## config.mk

```make
export PLATFORM = sky130hd
export DESIGN_NAME = wfpf_lane
export DESIGN_NICKNAME = d
export VERILOG_FILES = /design/src/hw/rtl/wfpf_pkg.sv /design/src/hw/rtl/wfpf_lane.sv
export SDC_FILE = /design/constraint.sdc
export NUM_CORES = 2
export LEC_CHECK = 0
export ABC_CLOCK_PERIOD_IN_PS = 13700
export BUFFER_PORTS_ARGS = -buffer_cell sky130_fd_sc_hd__buf_2
export CAP_MARGIN = 20
export CORE_UTILIZATION = 45
export CTS_BUF_LIST = sky130_fd_sc_hd__clkbuf_8
export DETAILED_ROUTE_END_ITERATION = 12
export PLACE_DENSITY = 0.62
export REMOVE_ABC_BUFFERS = 1
export SLEW_MARGIN = 20
export SYNTH_ARGS = -nofsm -noshare
export SYNTH_HDL_FRONTEND = slang
export SYNTH_SLANG_ARGS = --single-unit
```

## constraint.sdc

```tcl
create_clock -name clk_i -period 13.7 [get_ports clk_i]
set_clock_uncertainty 0.2 [all_clocks]
set_input_delay 1.37 -clock clk_i [delete_from_list [all_inputs] [get_ports clk_i]]
set_output_delay 1.37 -clock clk_i [all_outputs]
set_load 0.005 [all_outputs]
```

## src/hw/rtl/wfpf_pkg.sv

```systemverilog
// Package for the whisker fork pairing filter: payload structs, control word
// layout, lane and phase codes, and the microcode store of the sequencer.
// No dependencies.
package wfpf_pkg;

  // Field and datapath widths
  localparam int unsigned CntW    = 8;
  localparam int unsigned QW      = 16;
  localparam int unsigned WordW   = 32;
  localparam int unsigned XW      = 24;
  localparam int unsigned RunW    = 11;
  localparam int unsigned StageW  = 3;
  localparam int unsigned StepW   = 3;
  localparam int unsigned NumQ    = 4;
  localparam int unsigned QIdxW   = $clog2(NumQ);
  localparam int unsigned CfgIdxW = 3;

  // Largest strand count accepted as a valid whisker
  localparam int unsigned MaxCount = 255;

  // Reset values of the test points
  localparam logic [QW-1:0] TestQReset [NumQ] = '{16'd3, 16'd5, 16'd7, 16'd11};

  // Result stage codes
  localparam logic [StageW-1:0] StagePass  = 3'd0;
  localparam logic [StageW-1:0] StageShape = 3'd1;
  localparam logic [StageW-1:0] StageQ0    = 3'd2;

  // Microcode step addresses
  localparam logic [StepW-1:0] StIdle = 3'd0;
  localparam logic [StepW-1:0] StSq   = 3'd1;
  localparam logic [StepW-1:0] StQ4   = 3'd2;
  localparam logic [StepW-1:0] StBot  = 3'd3;
  localparam logic [StepW-1:0] StTop  = 3'd4;
  localparam logic [StepW-1:0] StFin  = 3'd5;
  localparam logic [StepW-1:0] StFail = 3'd6;

  typedef logic signed [XW-1:0]   pos_t;
  typedef logic signed [RunW-1:0] run_t;

  typedef struct packed {
    logic [CntW-1:0] count_a;
    logic [CntW-1:0] count_b;
    logic [CntW-1:0] count_c;
    logic [CntW-1:0] count_d;
    logic [CntW-1:0] count_e;
  } in_item_t;

  typedef struct packed {
    logic              passes;
    logic [StageW-1:0] fail_stage;
  } out_item_t;

  // Datapath phase selected by the control word
  typedef enum logic [2:0] {
    PH_IDLE,
    PH_SQ,
    PH_Q4,
    PH_BOT,
    PH_TOP,
    PH_FIN,
    PH_FAIL
  } phase_e;

  // Jump conditions
  typedef enum logic [2:0] {
    JC_NONE,
    JC_START,
    JC_RANGE,
    JC_BAND,
    JC_STOP,
    JC_OUTBUSY
  } cond_e;

  // Lane operations on the polynomial value pv and monomial mv
  typedef enum logic [3:0] {
    LN_HOLD,
    LN_SQ,
    LN_Q4,
    LN_UP_L,
    LN_DN_L,
    LN_DN_R,
    LN_UP_R,
    LN_PQ,
    LN_MQ,
    LN_PQ4,
    LN_MQ4
  } lane_op_e;

  typedef struct packed {
    phase_e           phase;
    cond_e            cond;
    logic [StepW-1:0] jump;
    logic [StepW-1:0] next;
  } ctrl_word_t;

  // Status that the sequencer branches on
  typedef struct packed {
    logic start;
    logic out_busy;
    logic range_fail;
    logic band_fail;
    logic at_stop;
  } seq_flags_t;

  // Control store: one word per step
  function automatic ctrl_word_t ucode_rom(input logic [StepW-1:0] step);
    ctrl_word_t w;
    unique case (step)
      StIdle:  w = '{phase: PH_IDLE, cond: JC_START,   jump: StSq,   next: StIdle};
      StSq:    w = '{phase: PH_SQ,   cond: JC_RANGE,   jump: StFail, next: StQ4};
      StQ4:    w = '{phase: PH_Q4,   cond: JC_NONE,    jump: StBot,  next: StBot};
      StBot:   w = '{phase: PH_BOT,  cond: JC_BAND,    jump: StFail, next: StTop};
      StTop:   w = '{phase: PH_TOP,  cond: JC_STOP,    jump: StFin,  next: StBot};
      StFin:   w = '{phase: PH_FIN,  cond: JC_OUTBUSY, jump: StFin,  next: StIdle};
      StFail:  w = '{phase: PH_FAIL, cond: JC_OUTBUSY, jump: StFail, next: StIdle};
      default: w = '{phase: PH_IDLE, cond: JC_NONE,    jump: StIdle, next: StIdle};
    endcase
    return w;
  endfunction

endpackage

```

## src/hw/rtl/wfpf_lane.sv

```systemverilog
// One evaluation lane: polynomial value and monomial at one test point,
// with a single shared 32-bit multiplier. Depends on wfpf_pkg.
module wfpf_lane import wfpf_pkg::*; (
  input  logic            clk_i,
  input  lane_op_e        op_i,
  input  logic [QW-1:0]   q_i,
  output logic            pv_nz_o
);

  logic [WordW-1:0] pv_q, pv_d;
  logic [WordW-1:0] mv_q, mv_d;
  logic [WordW-1:0] q4_q, q4_d;
  logic [WordW-1:0] mul_a, mul_b, prod;
  logic [WordW-1:0] q_ext;

  assign q_ext   = WordW'(q_i);
  assign prod    = mul_a * mul_b;
  assign pv_nz_o = (pv_q != '0);

  // Select multiplier operands and the updates of each operation
  always_comb begin
    mul_a = pv_q;
    mul_b = q_ext;
    pv_d  = pv_q;
    mv_d  = mv_q;
    q4_d  = q4_q;
    unique case (op_i)
      LN_HOLD: ;
      LN_SQ: begin
        mul_a = q_ext;
        q4_d  = prod;
      end
      LN_Q4: begin
        mul_a = q4_q;
        mul_b = q4_q;
        q4_d  = prod;
        pv_d  = '0;
        mv_d  = WordW'(1);
      end
      LN_UP_L: begin
        mul_a = mv_q;
        mv_d  = prod;
        pv_d  = pv_q + prod;
      end
      LN_DN_L: begin
        mul_a = pv_q - mv_q;
        pv_d  = prod;
      end
      LN_DN_R: begin
        mul_a = mv_q;
        pv_d  = pv_q - mv_q;
        mv_d  = prod;
      end
      LN_UP_R: begin
        pv_d  = prod + mv_q;
      end
      LN_PQ: begin
        pv_d  = prod;
      end
      LN_MQ: begin
        mul_a = mv_q;
        mv_d  = prod;
      end
      LN_PQ4: begin
        mul_b = q4_q;
        pv_d  = prod;
      end
      LN_MQ4: begin
        mul_a = mv_q;
        mul_b = q4_q;
        mv_d  = prod;
      end
      default: ;
    endcase
  end

  // Hold lane values
  always_ff @(posedge clk_i) begin
    pv_q <= pv_d;
    mv_q <= mv_d;
    q4_q <= q4_d;
  end

endmodule

```

==> impl_metrics.tcl <==
set metrics [dict create \
    grt.overflow.total 0 \
    worstHoldStart "mv_q[0]" \
    grt_pass1_wl_um 141000 \
    whs_endpoint "pv_q[0]" \
    cp_data_arrival_time_ns 13.26 \
    synth_area_per_cell_um2 8.69 \
    gr-usage-all-layers_pct 33.8 \
    start_kind "input port" \
    end_kind "flip-flop" \
    drcViolationCount 0 \
    clk_pin_slew_ns 0.12 \
    antenna_found_initial 0 \
    viasPerCell 5.99 \
    status "finished clean" \
    io_buffers 21 \
    fin_crit_ns 13.30 \
    finalHoldViolCount 0 \
    drt-total-wl_um 93000 \
    fmaxAchievable_ghz 0.0752 \
    nets 3514 \
    rows 86 \
    cp_common_cell "inv_1" \
    critPathMaxStageDelay_ns 0.79 \
    clk_latency_ns 0.45 \
    hold_class "flip-flop to flip-flop" \
    finalMaxSlewViolations 0 \
    drtPass1Iterations 7 \
    synth.distinct_cells 91 \
    synth_commonest_cells "inv_1 (482), fa_1 (410), nor2_1 (343), nand2_1 (298), ha_1 (185)" \
    clock_sinks 96 \
    area_growth_pct 6.10 \
    ys.warnings.count 0 \
    grtUsageMet1_pct 46.8 \
    ys_seq_area_share_pct 11.5 \
    synth.most_common_cell "inv_1" \
    place.gp.congestion 1.02 \
    use_met2_pct 51.0 \
    cts_tree "built" \
    wl_per_cell_um 25.5 \
    drive_gt1_share_pct 7.62 \
    syn-cell-area_um2 25200 \
    start_util_pct 45.6 \
    netlist.area_leader.share_pct 32.6 \
    async_flop_share_pct 0 \
    worstReg2RegStart "pv_q[1]" \
    ios 22 \
    slowest_stage "o21a_1" \
    vias 21900 \
    ys.flop_type "edfxtp_1" \
    startpoint "op_i[2]" \
    fp.dieArea_um2 56900 \
    grt_max_degree 53 \
    synth_area_leaders "fa_1 (33%), edfxtp_1 (11%), ha_1 (9.2%)" \
    cts.path.max_buffers 2 \
    worst-slew-pin-transition_ns 1.09 \
    ant_nets 0 \
    r2r_slack_ns 0.56 \
    htreeDepth 3 \
    drt-initial-drc-count 2139 \
    synth_area_leader_cell "fa_1" \
    synth_cells 2895 \
    place_hpwl_um 76600 \
    die_y_um 238 \
    grt_setup_unrepaired "false" \
    worst_r2r_path_depth 46 \
    synth_seq_cells 96 \
    maxCapViolations 0 \
    design.core.area_um2 55200 \
    grt_pass1_vias 22400 \
    clockRootBuffer "clkbuf_8" \
    fp.dieW_um 238 \
    grt_use_met3_pct 7.02 \
    synth_edf_count 96 \
    period_share_pct 97.1 \
    r2r_end "pv_q[31]" \
    path_max_fanout 35 \
    tns_ns 0 \
    crit_type "input port to flip-flop" \
    max_slew_margin_pct 25.9 \
    hold_depth 4 \
    busiest_layer "met2" \
    setup_viol 0 \
    cts_made_buffers 9 \
    required_ns 13.66 \
]
critical path, delay by kind of cell:
family | cells | cell delay (ns)
AOI/OAI and AO/OA | 16 | 4.28
adders and majority gates | 10 | 4.17
and+or+nand+nor | 6 | 1.46
buffers and inverters | 10 | 1.26
xor gates and xnor gates | 2 | 0.66
stage by stage:
step           hold slack [ns]  instance area, µm²  utilization (%)  setup WS [ns]  cells
5_1_grt                  0.784               26700             48.3         0.0193   3650
4_1_cts                  0.742               26700             48.3          0.679   3650
3_3_place_gp             0.695               26500             48.0          0.360   3635
2_1_floorplan            0.608               24600                -           1.07   2765
3_5_place_dp             0.712               26500             48.0          0.272   3635
6_report                 0.764               26700             48.4          0.398   3651
registers in the layout, summed over array words and instances, names as in the netlist:
name,cells
mv_q,32
q4_q,32
pv_q,32
cell families after synthesis:
kind of cell             synth area share [%]
XOR/XNOR                                 4.64
buffers and inverters                    9.38
AND/OR/NAND/NOR                          16.6
flip-flops                               11.5
multiplexers                             3.05
adder cells (fa/ha/maj)                  41.8
AO/OA/AOI/OAI                            13.0
worst max-delay path by stage:
stage / slack, ns / cells past startpoint / endpoint
after floorplan: 1.07 / 39 / pv_q[31]
after global placement: 0.36 / 44 / pv_q[31]
after detailed placement: 0.27 / 44 / pv_q[31]
after CTS: 0.68 / 44 / pv_q[31]
after global routing: 0.02 / 45 / pv_q[31]
final: 0.40 / 44 / pv_q[31]
per-layer routing:
layer / vias up / share of wire [%]
li1: 9456 / -
met2: 1218 / 42
met5: - / 0
met3: 187 / 11
met4: 0 / 5.2
met1: 11000 / 42
cell type report:
type / count / area [µm²]
Sequential cell: 96 / 2880
Clock inverter: 6 / 43.8
Inverter: 482 / 1810
Multi-Input combinational cell: 2187 / 20000
Clock buffer: 9 / 124
Antenna cell: 1 / 2.50
Timing Repair Buffer: 122 / 876
Fill cell: 5379 / 28500
Tap cell: 748 / 936
what timing repair did:
item                                    CTS  global route
endpoints found under the setup margin    0             1
buffers inserted                          0             0
gates resized for setup                   0             1
hold buffers                              0             0
cell usage in the layout (no fill, tap or decap), drive strengths merged, types with 16 or more instances in the layout:
cell	instances
ha	185
xnor2	91
buf	122
o221ai	19
o21a	26
fa	410
a21o	47
mux2i	26
nor2	344
o21ai	90
nor2b	27
nand3b	21
and3	16
edfxtp	96
and2	35
a21oi	98
nand2	298
a221oi	20
nand2b	34
nand3	53
nor3	29
inv	484
mux2	45
xor2	32
Power is left out: the tool's default activity adds up to more than one toggle a clock period on the data nets, which glitch-free logic cannot reach.
