`config.mk`:
```
export PLATFORM = sky130hd
export DESIGN_NAME = wfpf_seq
export DESIGN_NICKNAME = d
export VERILOG_FILES = /design/src/hw/rtl/wfpf_pkg.sv /design/src/hw/rtl/wfpf_seq.sv
export SDC_FILE = /design/constraint.sdc
export NUM_CORES = 1
export LEC_CHECK = 0
export BUFFER_PORTS_ARGS = -buffer_cell sky130_fd_sc_hd__buf_4
export CAP_MARGIN = 20
export CORE_AREA = 10 10 47 49
export CTS_CLUSTER_DIAMETER = 30
export CTS_CLUSTER_SIZE = 20
export DETAILED_ROUTE_END_ITERATION = 10
export DIE_AREA = 0 0 57 59
export GPL_TIMING_DRIVEN = 1
export SYNTH_ARGS = -nofsm -noshare
export SYNTH_HDL_FRONTEND = slang
export SYNTH_SLANG_ARGS = --single-unit
```
`constraint.sdc`:
```
create_clock -name clk_i -period 1.09 [get_ports clk_i]
set_input_delay 0.109 -clock clk_i [delete_from_list [all_inputs] [get_ports clk_i]]
set_output_delay 0.109 -clock clk_i [all_outputs]
set_load 0.01 [all_outputs]
```
`src/hw/rtl/wfpf_pkg.sv`:
```
// Package for the whisker fork pairing filter: payload structs, control word
// layout, lane and phase codes, and the microcode store of the sequencer.
// No dependencies.
package wfpf_pkg;

  // Field and datapath widths
  localparam int unsigned CntW    = 8;
  localparam int unsigned QW      = 16;
  localparam int unsigned WordW   = 32;
  localparam int unsigned XW      = 24;
  localparam int unsigned RunW    = 11;
  localparam int unsigned StageW  = 3;
  localparam int unsigned StepW   = 3;
  localparam int unsigned NumQ    = 4;
  localparam int unsigned QIdxW   = $clog2(NumQ);
  localparam int unsigned CfgIdxW = 3;

  // Largest strand count accepted as a valid whisker
  localparam int unsigned MaxCount = 255;

  // Reset values of the test points
  localparam logic [QW-1:0] TestQReset [NumQ] = '{16'd3, 16'd5, 16'd7, 16'd11};

  // Result stage codes
  localparam logic [StageW-1:0] StagePass  = 3'd0;
  localparam logic [StageW-1:0] StageShape = 3'd1;
  localparam logic [StageW-1:0] StageQ0    = 3'd2;

  // Microcode step addresses
  localparam logic [StepW-1:0] StIdle = 3'd0;
  localparam logic [StepW-1:0] StSq   = 3'd1;
  localparam logic [StepW-1:0] StQ4   = 3'd2;
  localparam logic [StepW-1:0] StBot  = 3'd3;
  localparam logic [StepW-1:0] StTop  = 3'd4;
  localparam logic [StepW-1:0] StFin  = 3'd5;
  localparam logic [StepW-1:0] StFail = 3'd6;

  typedef logic signed [XW-1:0]   pos_t;
  typedef logic signed [RunW-1:0] run_t;

  typedef struct packed {
    logic [CntW-1:0] count_a;
    logic [CntW-1:0] count_b;
    logic [CntW-1:0] count_c;
    logic [CntW-1:0] count_d;
    logic [CntW-1:0] count_e;
  } in_item_t;

  typedef struct packed {
    logic              passes;
    logic [StageW-1:0] fail_stage;
  } out_item_t;

  // Datapath phase selected by the control word
  typedef enum logic [2:0] {
    PH_IDLE,
    PH_SQ,
    PH_Q4,
    PH_BOT,
    PH_TOP,
    PH_FIN,
    PH_FAIL
  } phase_e;

  // Jump conditions
  typedef enum logic [2:0] {
    JC_NONE,
    JC_START,
    JC_RANGE,
    JC_BAND,
    JC_STOP,
    JC_OUTBUSY
  } cond_e;

  // Lane operations on the polynomial value pv and monomial mv
  typedef enum logic [3:0] {
    LN_HOLD,
    LN_SQ,
    LN_Q4,
    LN_UP_L,
    LN_DN_L,
    LN_DN_R,
    LN_UP_R,
    LN_PQ,
    LN_MQ,
    LN_PQ4,
    LN_MQ4
  } lane_op_e;

  typedef struct packed {
    phase_e           phase;
    cond_e            cond;
    logic [StepW-1:0] jump;
    logic [StepW-1:0] next;
  } ctrl_word_t;

  // Status that the sequencer branches on
  typedef struct packed {
    logic start;
    logic out_busy;
    logic range_fail;
    logic band_fail;
    logic at_stop;
  } seq_flags_t;

  // Control store: one word per step
  function automatic ctrl_word_t ucode_rom(input logic [StepW-1:0] step);
    ctrl_word_t w;
    unique case (step)
      StIdle:  w = '{phase: PH_IDLE, cond: JC_START,   jump: StSq,   next: StIdle};
      StSq:    w = '{phase: PH_SQ,   cond: JC_RANGE,   jump: StFail, next: StQ4};
      StQ4:    w = '{phase: PH_Q4,   cond: JC_NONE,    jump: StBot,  next: StBot};
      StBot:   w = '{phase: PH_BOT,  cond: JC_BAND,    jump: StFail, next: StTop};
      StTop:   w = '{phase: PH_TOP,  cond: JC_STOP,    jump: StFin,  next: StBot};
      StFin:   w = '{phase: PH_FIN,  cond: JC_OUTBUSY, jump: StFin,  next: StIdle};
      StFail:  w = '{phase: PH_FAIL, cond: JC_OUTBUSY, jump: StFail, next: StIdle};
      default: w = '{phase: PH_IDLE, cond: JC_NONE,    jump: StIdle, next: StIdle};
    endcase
    return w;
  endfunction

endpackage

```
`src/hw/rtl/wfpf_seq.sv`:
```
// Microcode sequencer: step counter, control store lookup and conditional jumps.
// Depends on wfpf_pkg.
module wfpf_seq import wfpf_pkg::*; (
  input  logic       clk_i,
  input  logic       rst_ni,
  input  seq_flags_t flags_i,
  output ctrl_word_t ctrl_o
);

  logic [StepW-1:0] step_q, step_d;
  ctrl_word_t       ctrl;
  logic             take_jump;

  assign ctrl   = ucode_rom(step_q);
  assign ctrl_o = ctrl;

  // Evaluate the jump condition of the current word
  always_comb begin
    unique case (ctrl.cond)
      JC_NONE:    take_jump = 1'b0;
      JC_START:   take_jump = flags_i.start;
      JC_RANGE:   take_jump = flags_i.range_fail;
      JC_BAND:    take_jump = flags_i.band_fail;
      JC_STOP:    take_jump = flags_i.at_stop;
      JC_OUTBUSY: take_jump = flags_i.out_busy;
      default:    take_jump = 1'b0;
    endcase
    step_d = take_jump ? ctrl.jump : ctrl.next;
  end

  // Advance the step counter
  always_ff @(posedge clk_i or negedge rst_ni) begin
    if (!rst_ni) begin
      step_q <= StIdle;
    end else begin
      step_q <= step_d;
    end
  end

`ifndef ASSERT_OFF
  // A bottom-row step that stays in the band is followed by a top-row step
  a_bot_then_top: assert property (@(posedge clk_i) disable iff (!rst_ni)
    (ctrl.phase == PH_BOT && !flags_i.band_fail) |=> ctrl.phase == PH_TOP)
    else $error("bottom step not followed by top step");
`endif

endmodule

```
==> results of run 1 <==
cells by family (layout without fill, tap and decap cells):
| family | Yosys count | count (layout) |
|---|---|---|
| xor gates and xnor gates | 3 | 3 |
| muxes | 2 | 2 |
| and+or+nand+nor | 12 | 12 |
| AOI/OAI and AO/OA | 9 | 9 |
| DFF | 3 | 3 |
| buffers and inverters | 6 | 41 |
cell type report:
class / instances / area (um^2) / area share
clock buffer: 4 / 26.28 / 0.03671
inverter: 2 / 20.02 / 0.02797
tap: 16 / 20.02 / 0.02797
timing repair buffer: 35 / 324.1 / 0.4528
multi-input combinational: 26 / 247.7 / 0.3462
sequential: 3 / 77.57 / 0.1084
worst paths after layout:
path | startpoint | to | slack [ns] | cells past startpoint
max in group asynchronous | rst_ni | step_q[0] | 0.79 | 2
hold / removal | flags_i[2] | step_q[2] | 0.10 | 2
hold reg to reg | step_q[0] | step_q[0] | 0.70 | 2
setup / recovery | step_q[2] | ctrl_o[1] | -0.33 | 3
min in group asynchronous | rst_ni | step_q[2] | 0.20 | 2
setup reg to reg | step_q[2] | step_q[2] | -0.26 | 5
worst max-delay path, stage by stage (launching register included):
cell,delay (ns)
dfrtp_2,0.49
xor2_1,0.17
mux2_4,0.29
buf_6,0.12
layout by cell type (no fill, tap or decap), types with 2 or more instances in the layout:
| cell type | n |
|---|---|
| a221oi_2 | 2 |
| buf_4 | 23 |
| dfrtp_2 | 2 |
| a21oi_2 | 2 |
| clkbuf_4 | 3 |
| buf_12 | 2 |
| nor2_1 | 3 |
| buf_6 | 9 |
timing repair:
action | CTS | global route
resized for setup | 25 | 3
hold endpoints to repair | 3 | 0
cloned | 0 | 0
buffers inserted | 7 | 0
pin swaps | 3 | 6
hold buffers | 1 | 0
endpoints found under the setup margin | 15 | 15
through the flow:
stage               cells  TNS (ns)    util  worst slack [ns]  hold WS (ns)
finish                 86    -3.552  0.5107           -0.3319        0.1046
global route           86    -4.349  0.5107           -0.3610        0.1110
CTS                    86    -3.145  0.4973           -0.3126       0.09917
detailed placement     74    -1.578  0.3464           -0.1950      -0.09985
global placement       74    -1.259  0.3464           -0.1620       -0.1003
floorplan              35   -0.1039       -          -0.07595       -0.1866
power groups by stage:
stage                     registers [W]  clock network [W]  logic [W]
after floorplan                0.000226                  0   0.000958
after global placement         0.000321                  0    0.00158
after detailed placement       0.000324                  0    0.00160
after CTS                      0.000312           0.000205    0.00231
after global routing           0.000345           0.000214    0.00257
final                          0.000331           0.000198    0.00239
metal layers:
metal / wire [um] / global-route usage / vias up
met5: 0 / 0 / -
met4: 45 / 0.07047 / 0
met3: 73 / 0.01502 / 4
met2: 673 / 0.1442 / 15
met1: 394 / 0.06108 / 194
li1: - / - / 192
==> flow_summary.yaml, run 1 <==
pwr:
  internal_power_w: 0.001727
  p_leak_nw: 0.3293
  power.share.sequential: 0.114
  p_switching_w: 0.001188
  peakVddDrop_v: 0.001546
  comb_power_share: 0.818
  p_per_area_nw_per_um2: 4073
  power_w: 0.002915
  power.share.clock: 0.068
  swShare: 0.4076
grt:
  grt_util_all_layers: 0.07456
  grt_antenna_before_repair: 0
  grt_pass1_wl_um: 1994
  grt_max_degree: 10
  grt_pass1_vias: 473
  grt-ovfl-total: 0
drt:
  drt-initial-drc-count: 4
  dr.pass1.iters: 2
  vias_per_cell: 4.709
  wire_per_inst_um: 13.80
  ant_nets: 0
  drc: 0
  wl_um: 1187
  vias: 405
logic_synthesis:
  synth_nets: 42
  synth_xor_area_frac: 0.08642
  yosys-top-cells-count: "5 x nor2_1, 4 x a21oi_1, 3 x buf_6, 3 x dfrtp_1"
  synth_top_cell_area_share: 0.2469
  synth_fa_ha_area_frac: 0
  yosysWarnings: 0
  avgSynthCellArea_um2: 8.687
  syn-instance-count: 35
  yosys-top-cells-area: "dfrtp_1 25%, buf_6 11%, a21oi_1 6.6%, nor2_1 6.2%, a221oi_1 5.8%"
  synth.most_common_cell: "nor2_1"
  synth_ff_type: "dfrtp_1"
  synth-simple-area-share: 0.2181
  synth_edf_count: 0
  synth_top_family_by_area: "simple AND/OR/NAND/NOR gates"
  syn-cell-area_um2: 304.0
  ys_seq_elements: 3
  synth_compound_area_frac: 0.2016
  synth-seq-area-share: 0.2469
  async_reset_ff_frac: 1.000
  synthMuxAreaShare: 0.06996
  yosys.area.top_type: "dfrtp_1"
  yosys.cell_types.count: 21
sta:
  period_needed_ns: 1.422
  fin_crit_sh: 1.305
  worst_slew_pin_slew_ns: 0.2391
  timing.fmax_mhz: 703.3
  final_max_slew_viol_count: 0
  hold_viol_final: 0
  relSlewSlack: 0.8406
  skew_ns: 0.002511
  rsz0062_at_grt: "yes"
  finalSetupViolCount: 15
  final.setup.worst_slack_ns: -0.3319
finish:
  drive_above_1_share: 0.7714
  largestRegisters: "step_q (3)"
  area_delta_synth_final_pct: 135.4
  n_fill_cell: 136
  fin_nets: 78
  largest_register: "step_q"
  largest_register_ffs: 3
  n_antenna_cell: 0
  finalInstanceArea_um2: 715.7
floorplan:
  rows: 14
  die_y_um: 59
  initial_utilization: 0.2170
  core_um2: 1401
  pin_count: 19
  die_w_um: 57
  dieArea_um2: 3363
critical_path:
  crit_type: "flop to output port"
  crit_required_ns: 0.98
  crit_arrival_ns: 1.31
  crit_path_start_kind: "flop"
  endpoint_kind: "output port"
  crit_fanout: 7
placed_design:
  portBuffers: 18
  gp_congestion: 0.7570
  dp_hpwl_um: 769.6
  place_area_um2: 485.5
clock_tree:
  cts_tree: "yes"
  clkSlewWorstSetupHoldPaths_ns: 0.04
  cts_buffers: 3
  cts-htree-levels: 1
  clk_latency_ns: 0.24
  clk_path_buf_depth: 2
  clock_sinks: 3
  clockRootBuffer: "clkbuf_4"
flow_run:
  cap_violations: 0
outcome:
  outcome: "complete, but fails checks"
  violations: "setup timing"
worst_hold_path:
  hp-class: "input port to flop"
No activity file was read; power rests on OpenSTA's default activity.
==> run 2: changes to the inputs <==
Settings changed: SKIP_CTS_REPAIR_TIMING from default to 1.
==> run 2 against run 1 <==
Compared with the run above: largest cell class unchanged; sequential share of layout area rose by 1.4 points; cell area fell by 9.8%; cell count did not move; critical path depth did not move; the flow still finishes with violations (setup timing); non-clock buffer count did not move; flip-flop and latch count did not move; first-iteration DRC count fell by 25%; sequential power fell by 6%.
==> flow_summary.yaml, run 2 (synthesized netlist as in run 1, its figures left out) <==
grt:
  grt_pass1_vias: 375
  grt_pass1_wl_um: 1524
  grt_max_degree: 11
  grt-ovfl-total: 0
  grt_antenna_before_repair: 0
  grt_util_all_layers: 0.05633
finish:
  area_delta_synth_final_pct: 112.3
  n_antenna_cell: 0
  final_cell_mix: "26 x buf_4, 7 x buf_6"
  fin_nets: 78
  n_fill_cell: 150
  drive_above_1_share: 0.7571
  largestRegisters: "step_q (3)"
  final_common_cell: "buf_4"
  finalInstanceArea_um2: 645.6
  largest_register: "step_q"
  largest_register_ffs: 3
pwr:
  internal_power_w: 0.001553
  p_per_area_nw_per_um2: 4089
  peakVddDrop_v: 0.001107
  p_switching_w: 0.001087
  swShare: 0.4117
  power.share.clock: 0.076
  power.share.sequential: 0.118
  p_leak_nw: 0.3055
  comb_power_share: 0.805
critical_path:
  endpoint: "ctrl_o[1]"
  r2r_setup_slack_ns: -0.24
  crit_type: "flop to output port"
  timing.rr.start: "step_q[2]"
  crit_arrival_ns: 1.30
  r2r-end: "step_q[2]"
  crit_required_ns: 0.98
  endpoint_kind: "output port"
  crit_path_start_kind: "flop"
  crit_fanout: 8
  startpoint: "step_q[0]"
  worst_r2r_path_depth: 5
flow_run:
  cap_violations: 0
clock_tree:
  clock_sinks: 3
  cts-htree-levels: 1
  clk_latency_ns: 0.24
  cts_buffers: 3
  cts_tree: "yes"
  clk_path_buf_depth: 2
  clockRootBuffer: "clkbuf_4"
  clkSlewWorstSetupHoldPaths_ns: 0.04
sta:
  worst_slew_pin_slew_ns: 0.2406
  relSlewSlack: 0.8385
  fin_crit_sh: 1.293
  period_needed_ns: 1.410
  final_max_slew_viol_count: 0
  hold_viol_final: 0
  rsz0062_at_grt: "yes"
  skew_ns: 0.002943
  finalSetupViolCount: 15
  hold_slack_ns: 0.1035
  final.setup.worst_slack_ns: -0.3196
  timing.fmax_mhz: 709.4
drt:
  ant_nets: 0
  dr.pass1.iters: 3
  drt-initial-drc-count: 3
  vias: 385
  wire_per_inst_um: 13.27
  drc: 0
  wl_um: 1141
  vias_per_cell: 4.477
outcome:
  violations: "setup timing"
  outcome: "complete, but fails checks"
floorplan:
  initial_utilization: 0.2170
  core_um2: 1401
  die_w_um: 57
  die_y_um: 59
  pin_count: 19
  rows: 14
  dieArea_um2: 3363
placed_design:
  place_area_um2: 485.5
  portBuffers: 18
  gp_congestion: 0.7570
  dp_hpwl_um: 769.6
worst_hold_path:
  hp-class: "input port to flop"
-- run 2: cell counts in the layout (fill, tap and decap cells not counted) --
No cell type changed its count.
-- run 2: power by group through the flow --
| stage | Sequential [W] | Combinational, W | Clock [W] |
|---|---|---|---|
| 6_report | 0.000312 | 0.00213 | 0.000202 |
| 3_5_place_dp | 0.000324 | 0.00160 | 0 |
| 3_3_place_gp | 0.000321 | 0.00158 | 0 |
| 2_1_floorplan | 0.000226 | 0.000958 | 0 |
| 4_1_cts | 0.000323 | 0.00160 | 0.000205 |
| 5_1_grt | 0.000332 | 0.00229 | 0.000214 |
-- run 2: worst min-delay path by stage --
stage,start,slack [ns],cells after the start,end
3_3_place_gp,rst_ni,-0.10,1,step_q[1]
5_1_grt,flags_i[2],0.11,2,step_q[2]
6_report,flags_i[2],0.10,2,step_q[2]
3_5_place_dp,rst_ni,-0.1,1,step_q[0]
4_1_cts,rst_ni,-0.35,1,step_q[2]
2_1_floorplan,rst_ni,-0.19,0,step_q[0]
-- run 2: final cells by class --
cell class | count | area [um^2] | area share
Clock buffer | 4 | 26.28 | 0.04070
Inverter | 2 | 12.51 | 0.01938
Multi-Input combinational cell | 26 | 219.0 | 0.3391
Sequential cell | 3 | 78.83 | 0.1221
Tap cell | 16 | 20.02 | 0.03101
Timing Repair Buffer | 35 | 289.0 | 0.4477
-- run 2: metrics by stage --
step           power [W]  cells  setup slack, ns    util  TNS [ns]
5_1_grt         0.002834     86          -0.3558  0.4607    -3.939
4_1_cts         0.002127     78          -0.4519  0.3652    -4.729
6_report        0.002640     86          -0.3196  0.4607    -3.035
3_5_place_dp    0.001919     74          -0.1950  0.3464    -1.578
3_3_place_gp    0.001897     74          -0.1620  0.3464    -1.259
2_1_floorplan   0.001184     35         -0.07595       -   -0.1039
-- run 2: layer usage --
layer,part of all wire,GRT usage,vias up
li1,-,-,192
met1,0.42,0.05502,179
met2,0.51,0.09302,12
met3,0.052,0.01288,2
met4,0.022,0.06040,0
met5,0,0,-
-- run 2: worst max-delay path, cell delays in order (launching register included) --
cell     delay (ns)
dfrtp_2        0.46
xor2_1         0.19
mux2_4         0.29
buf_6          0.12
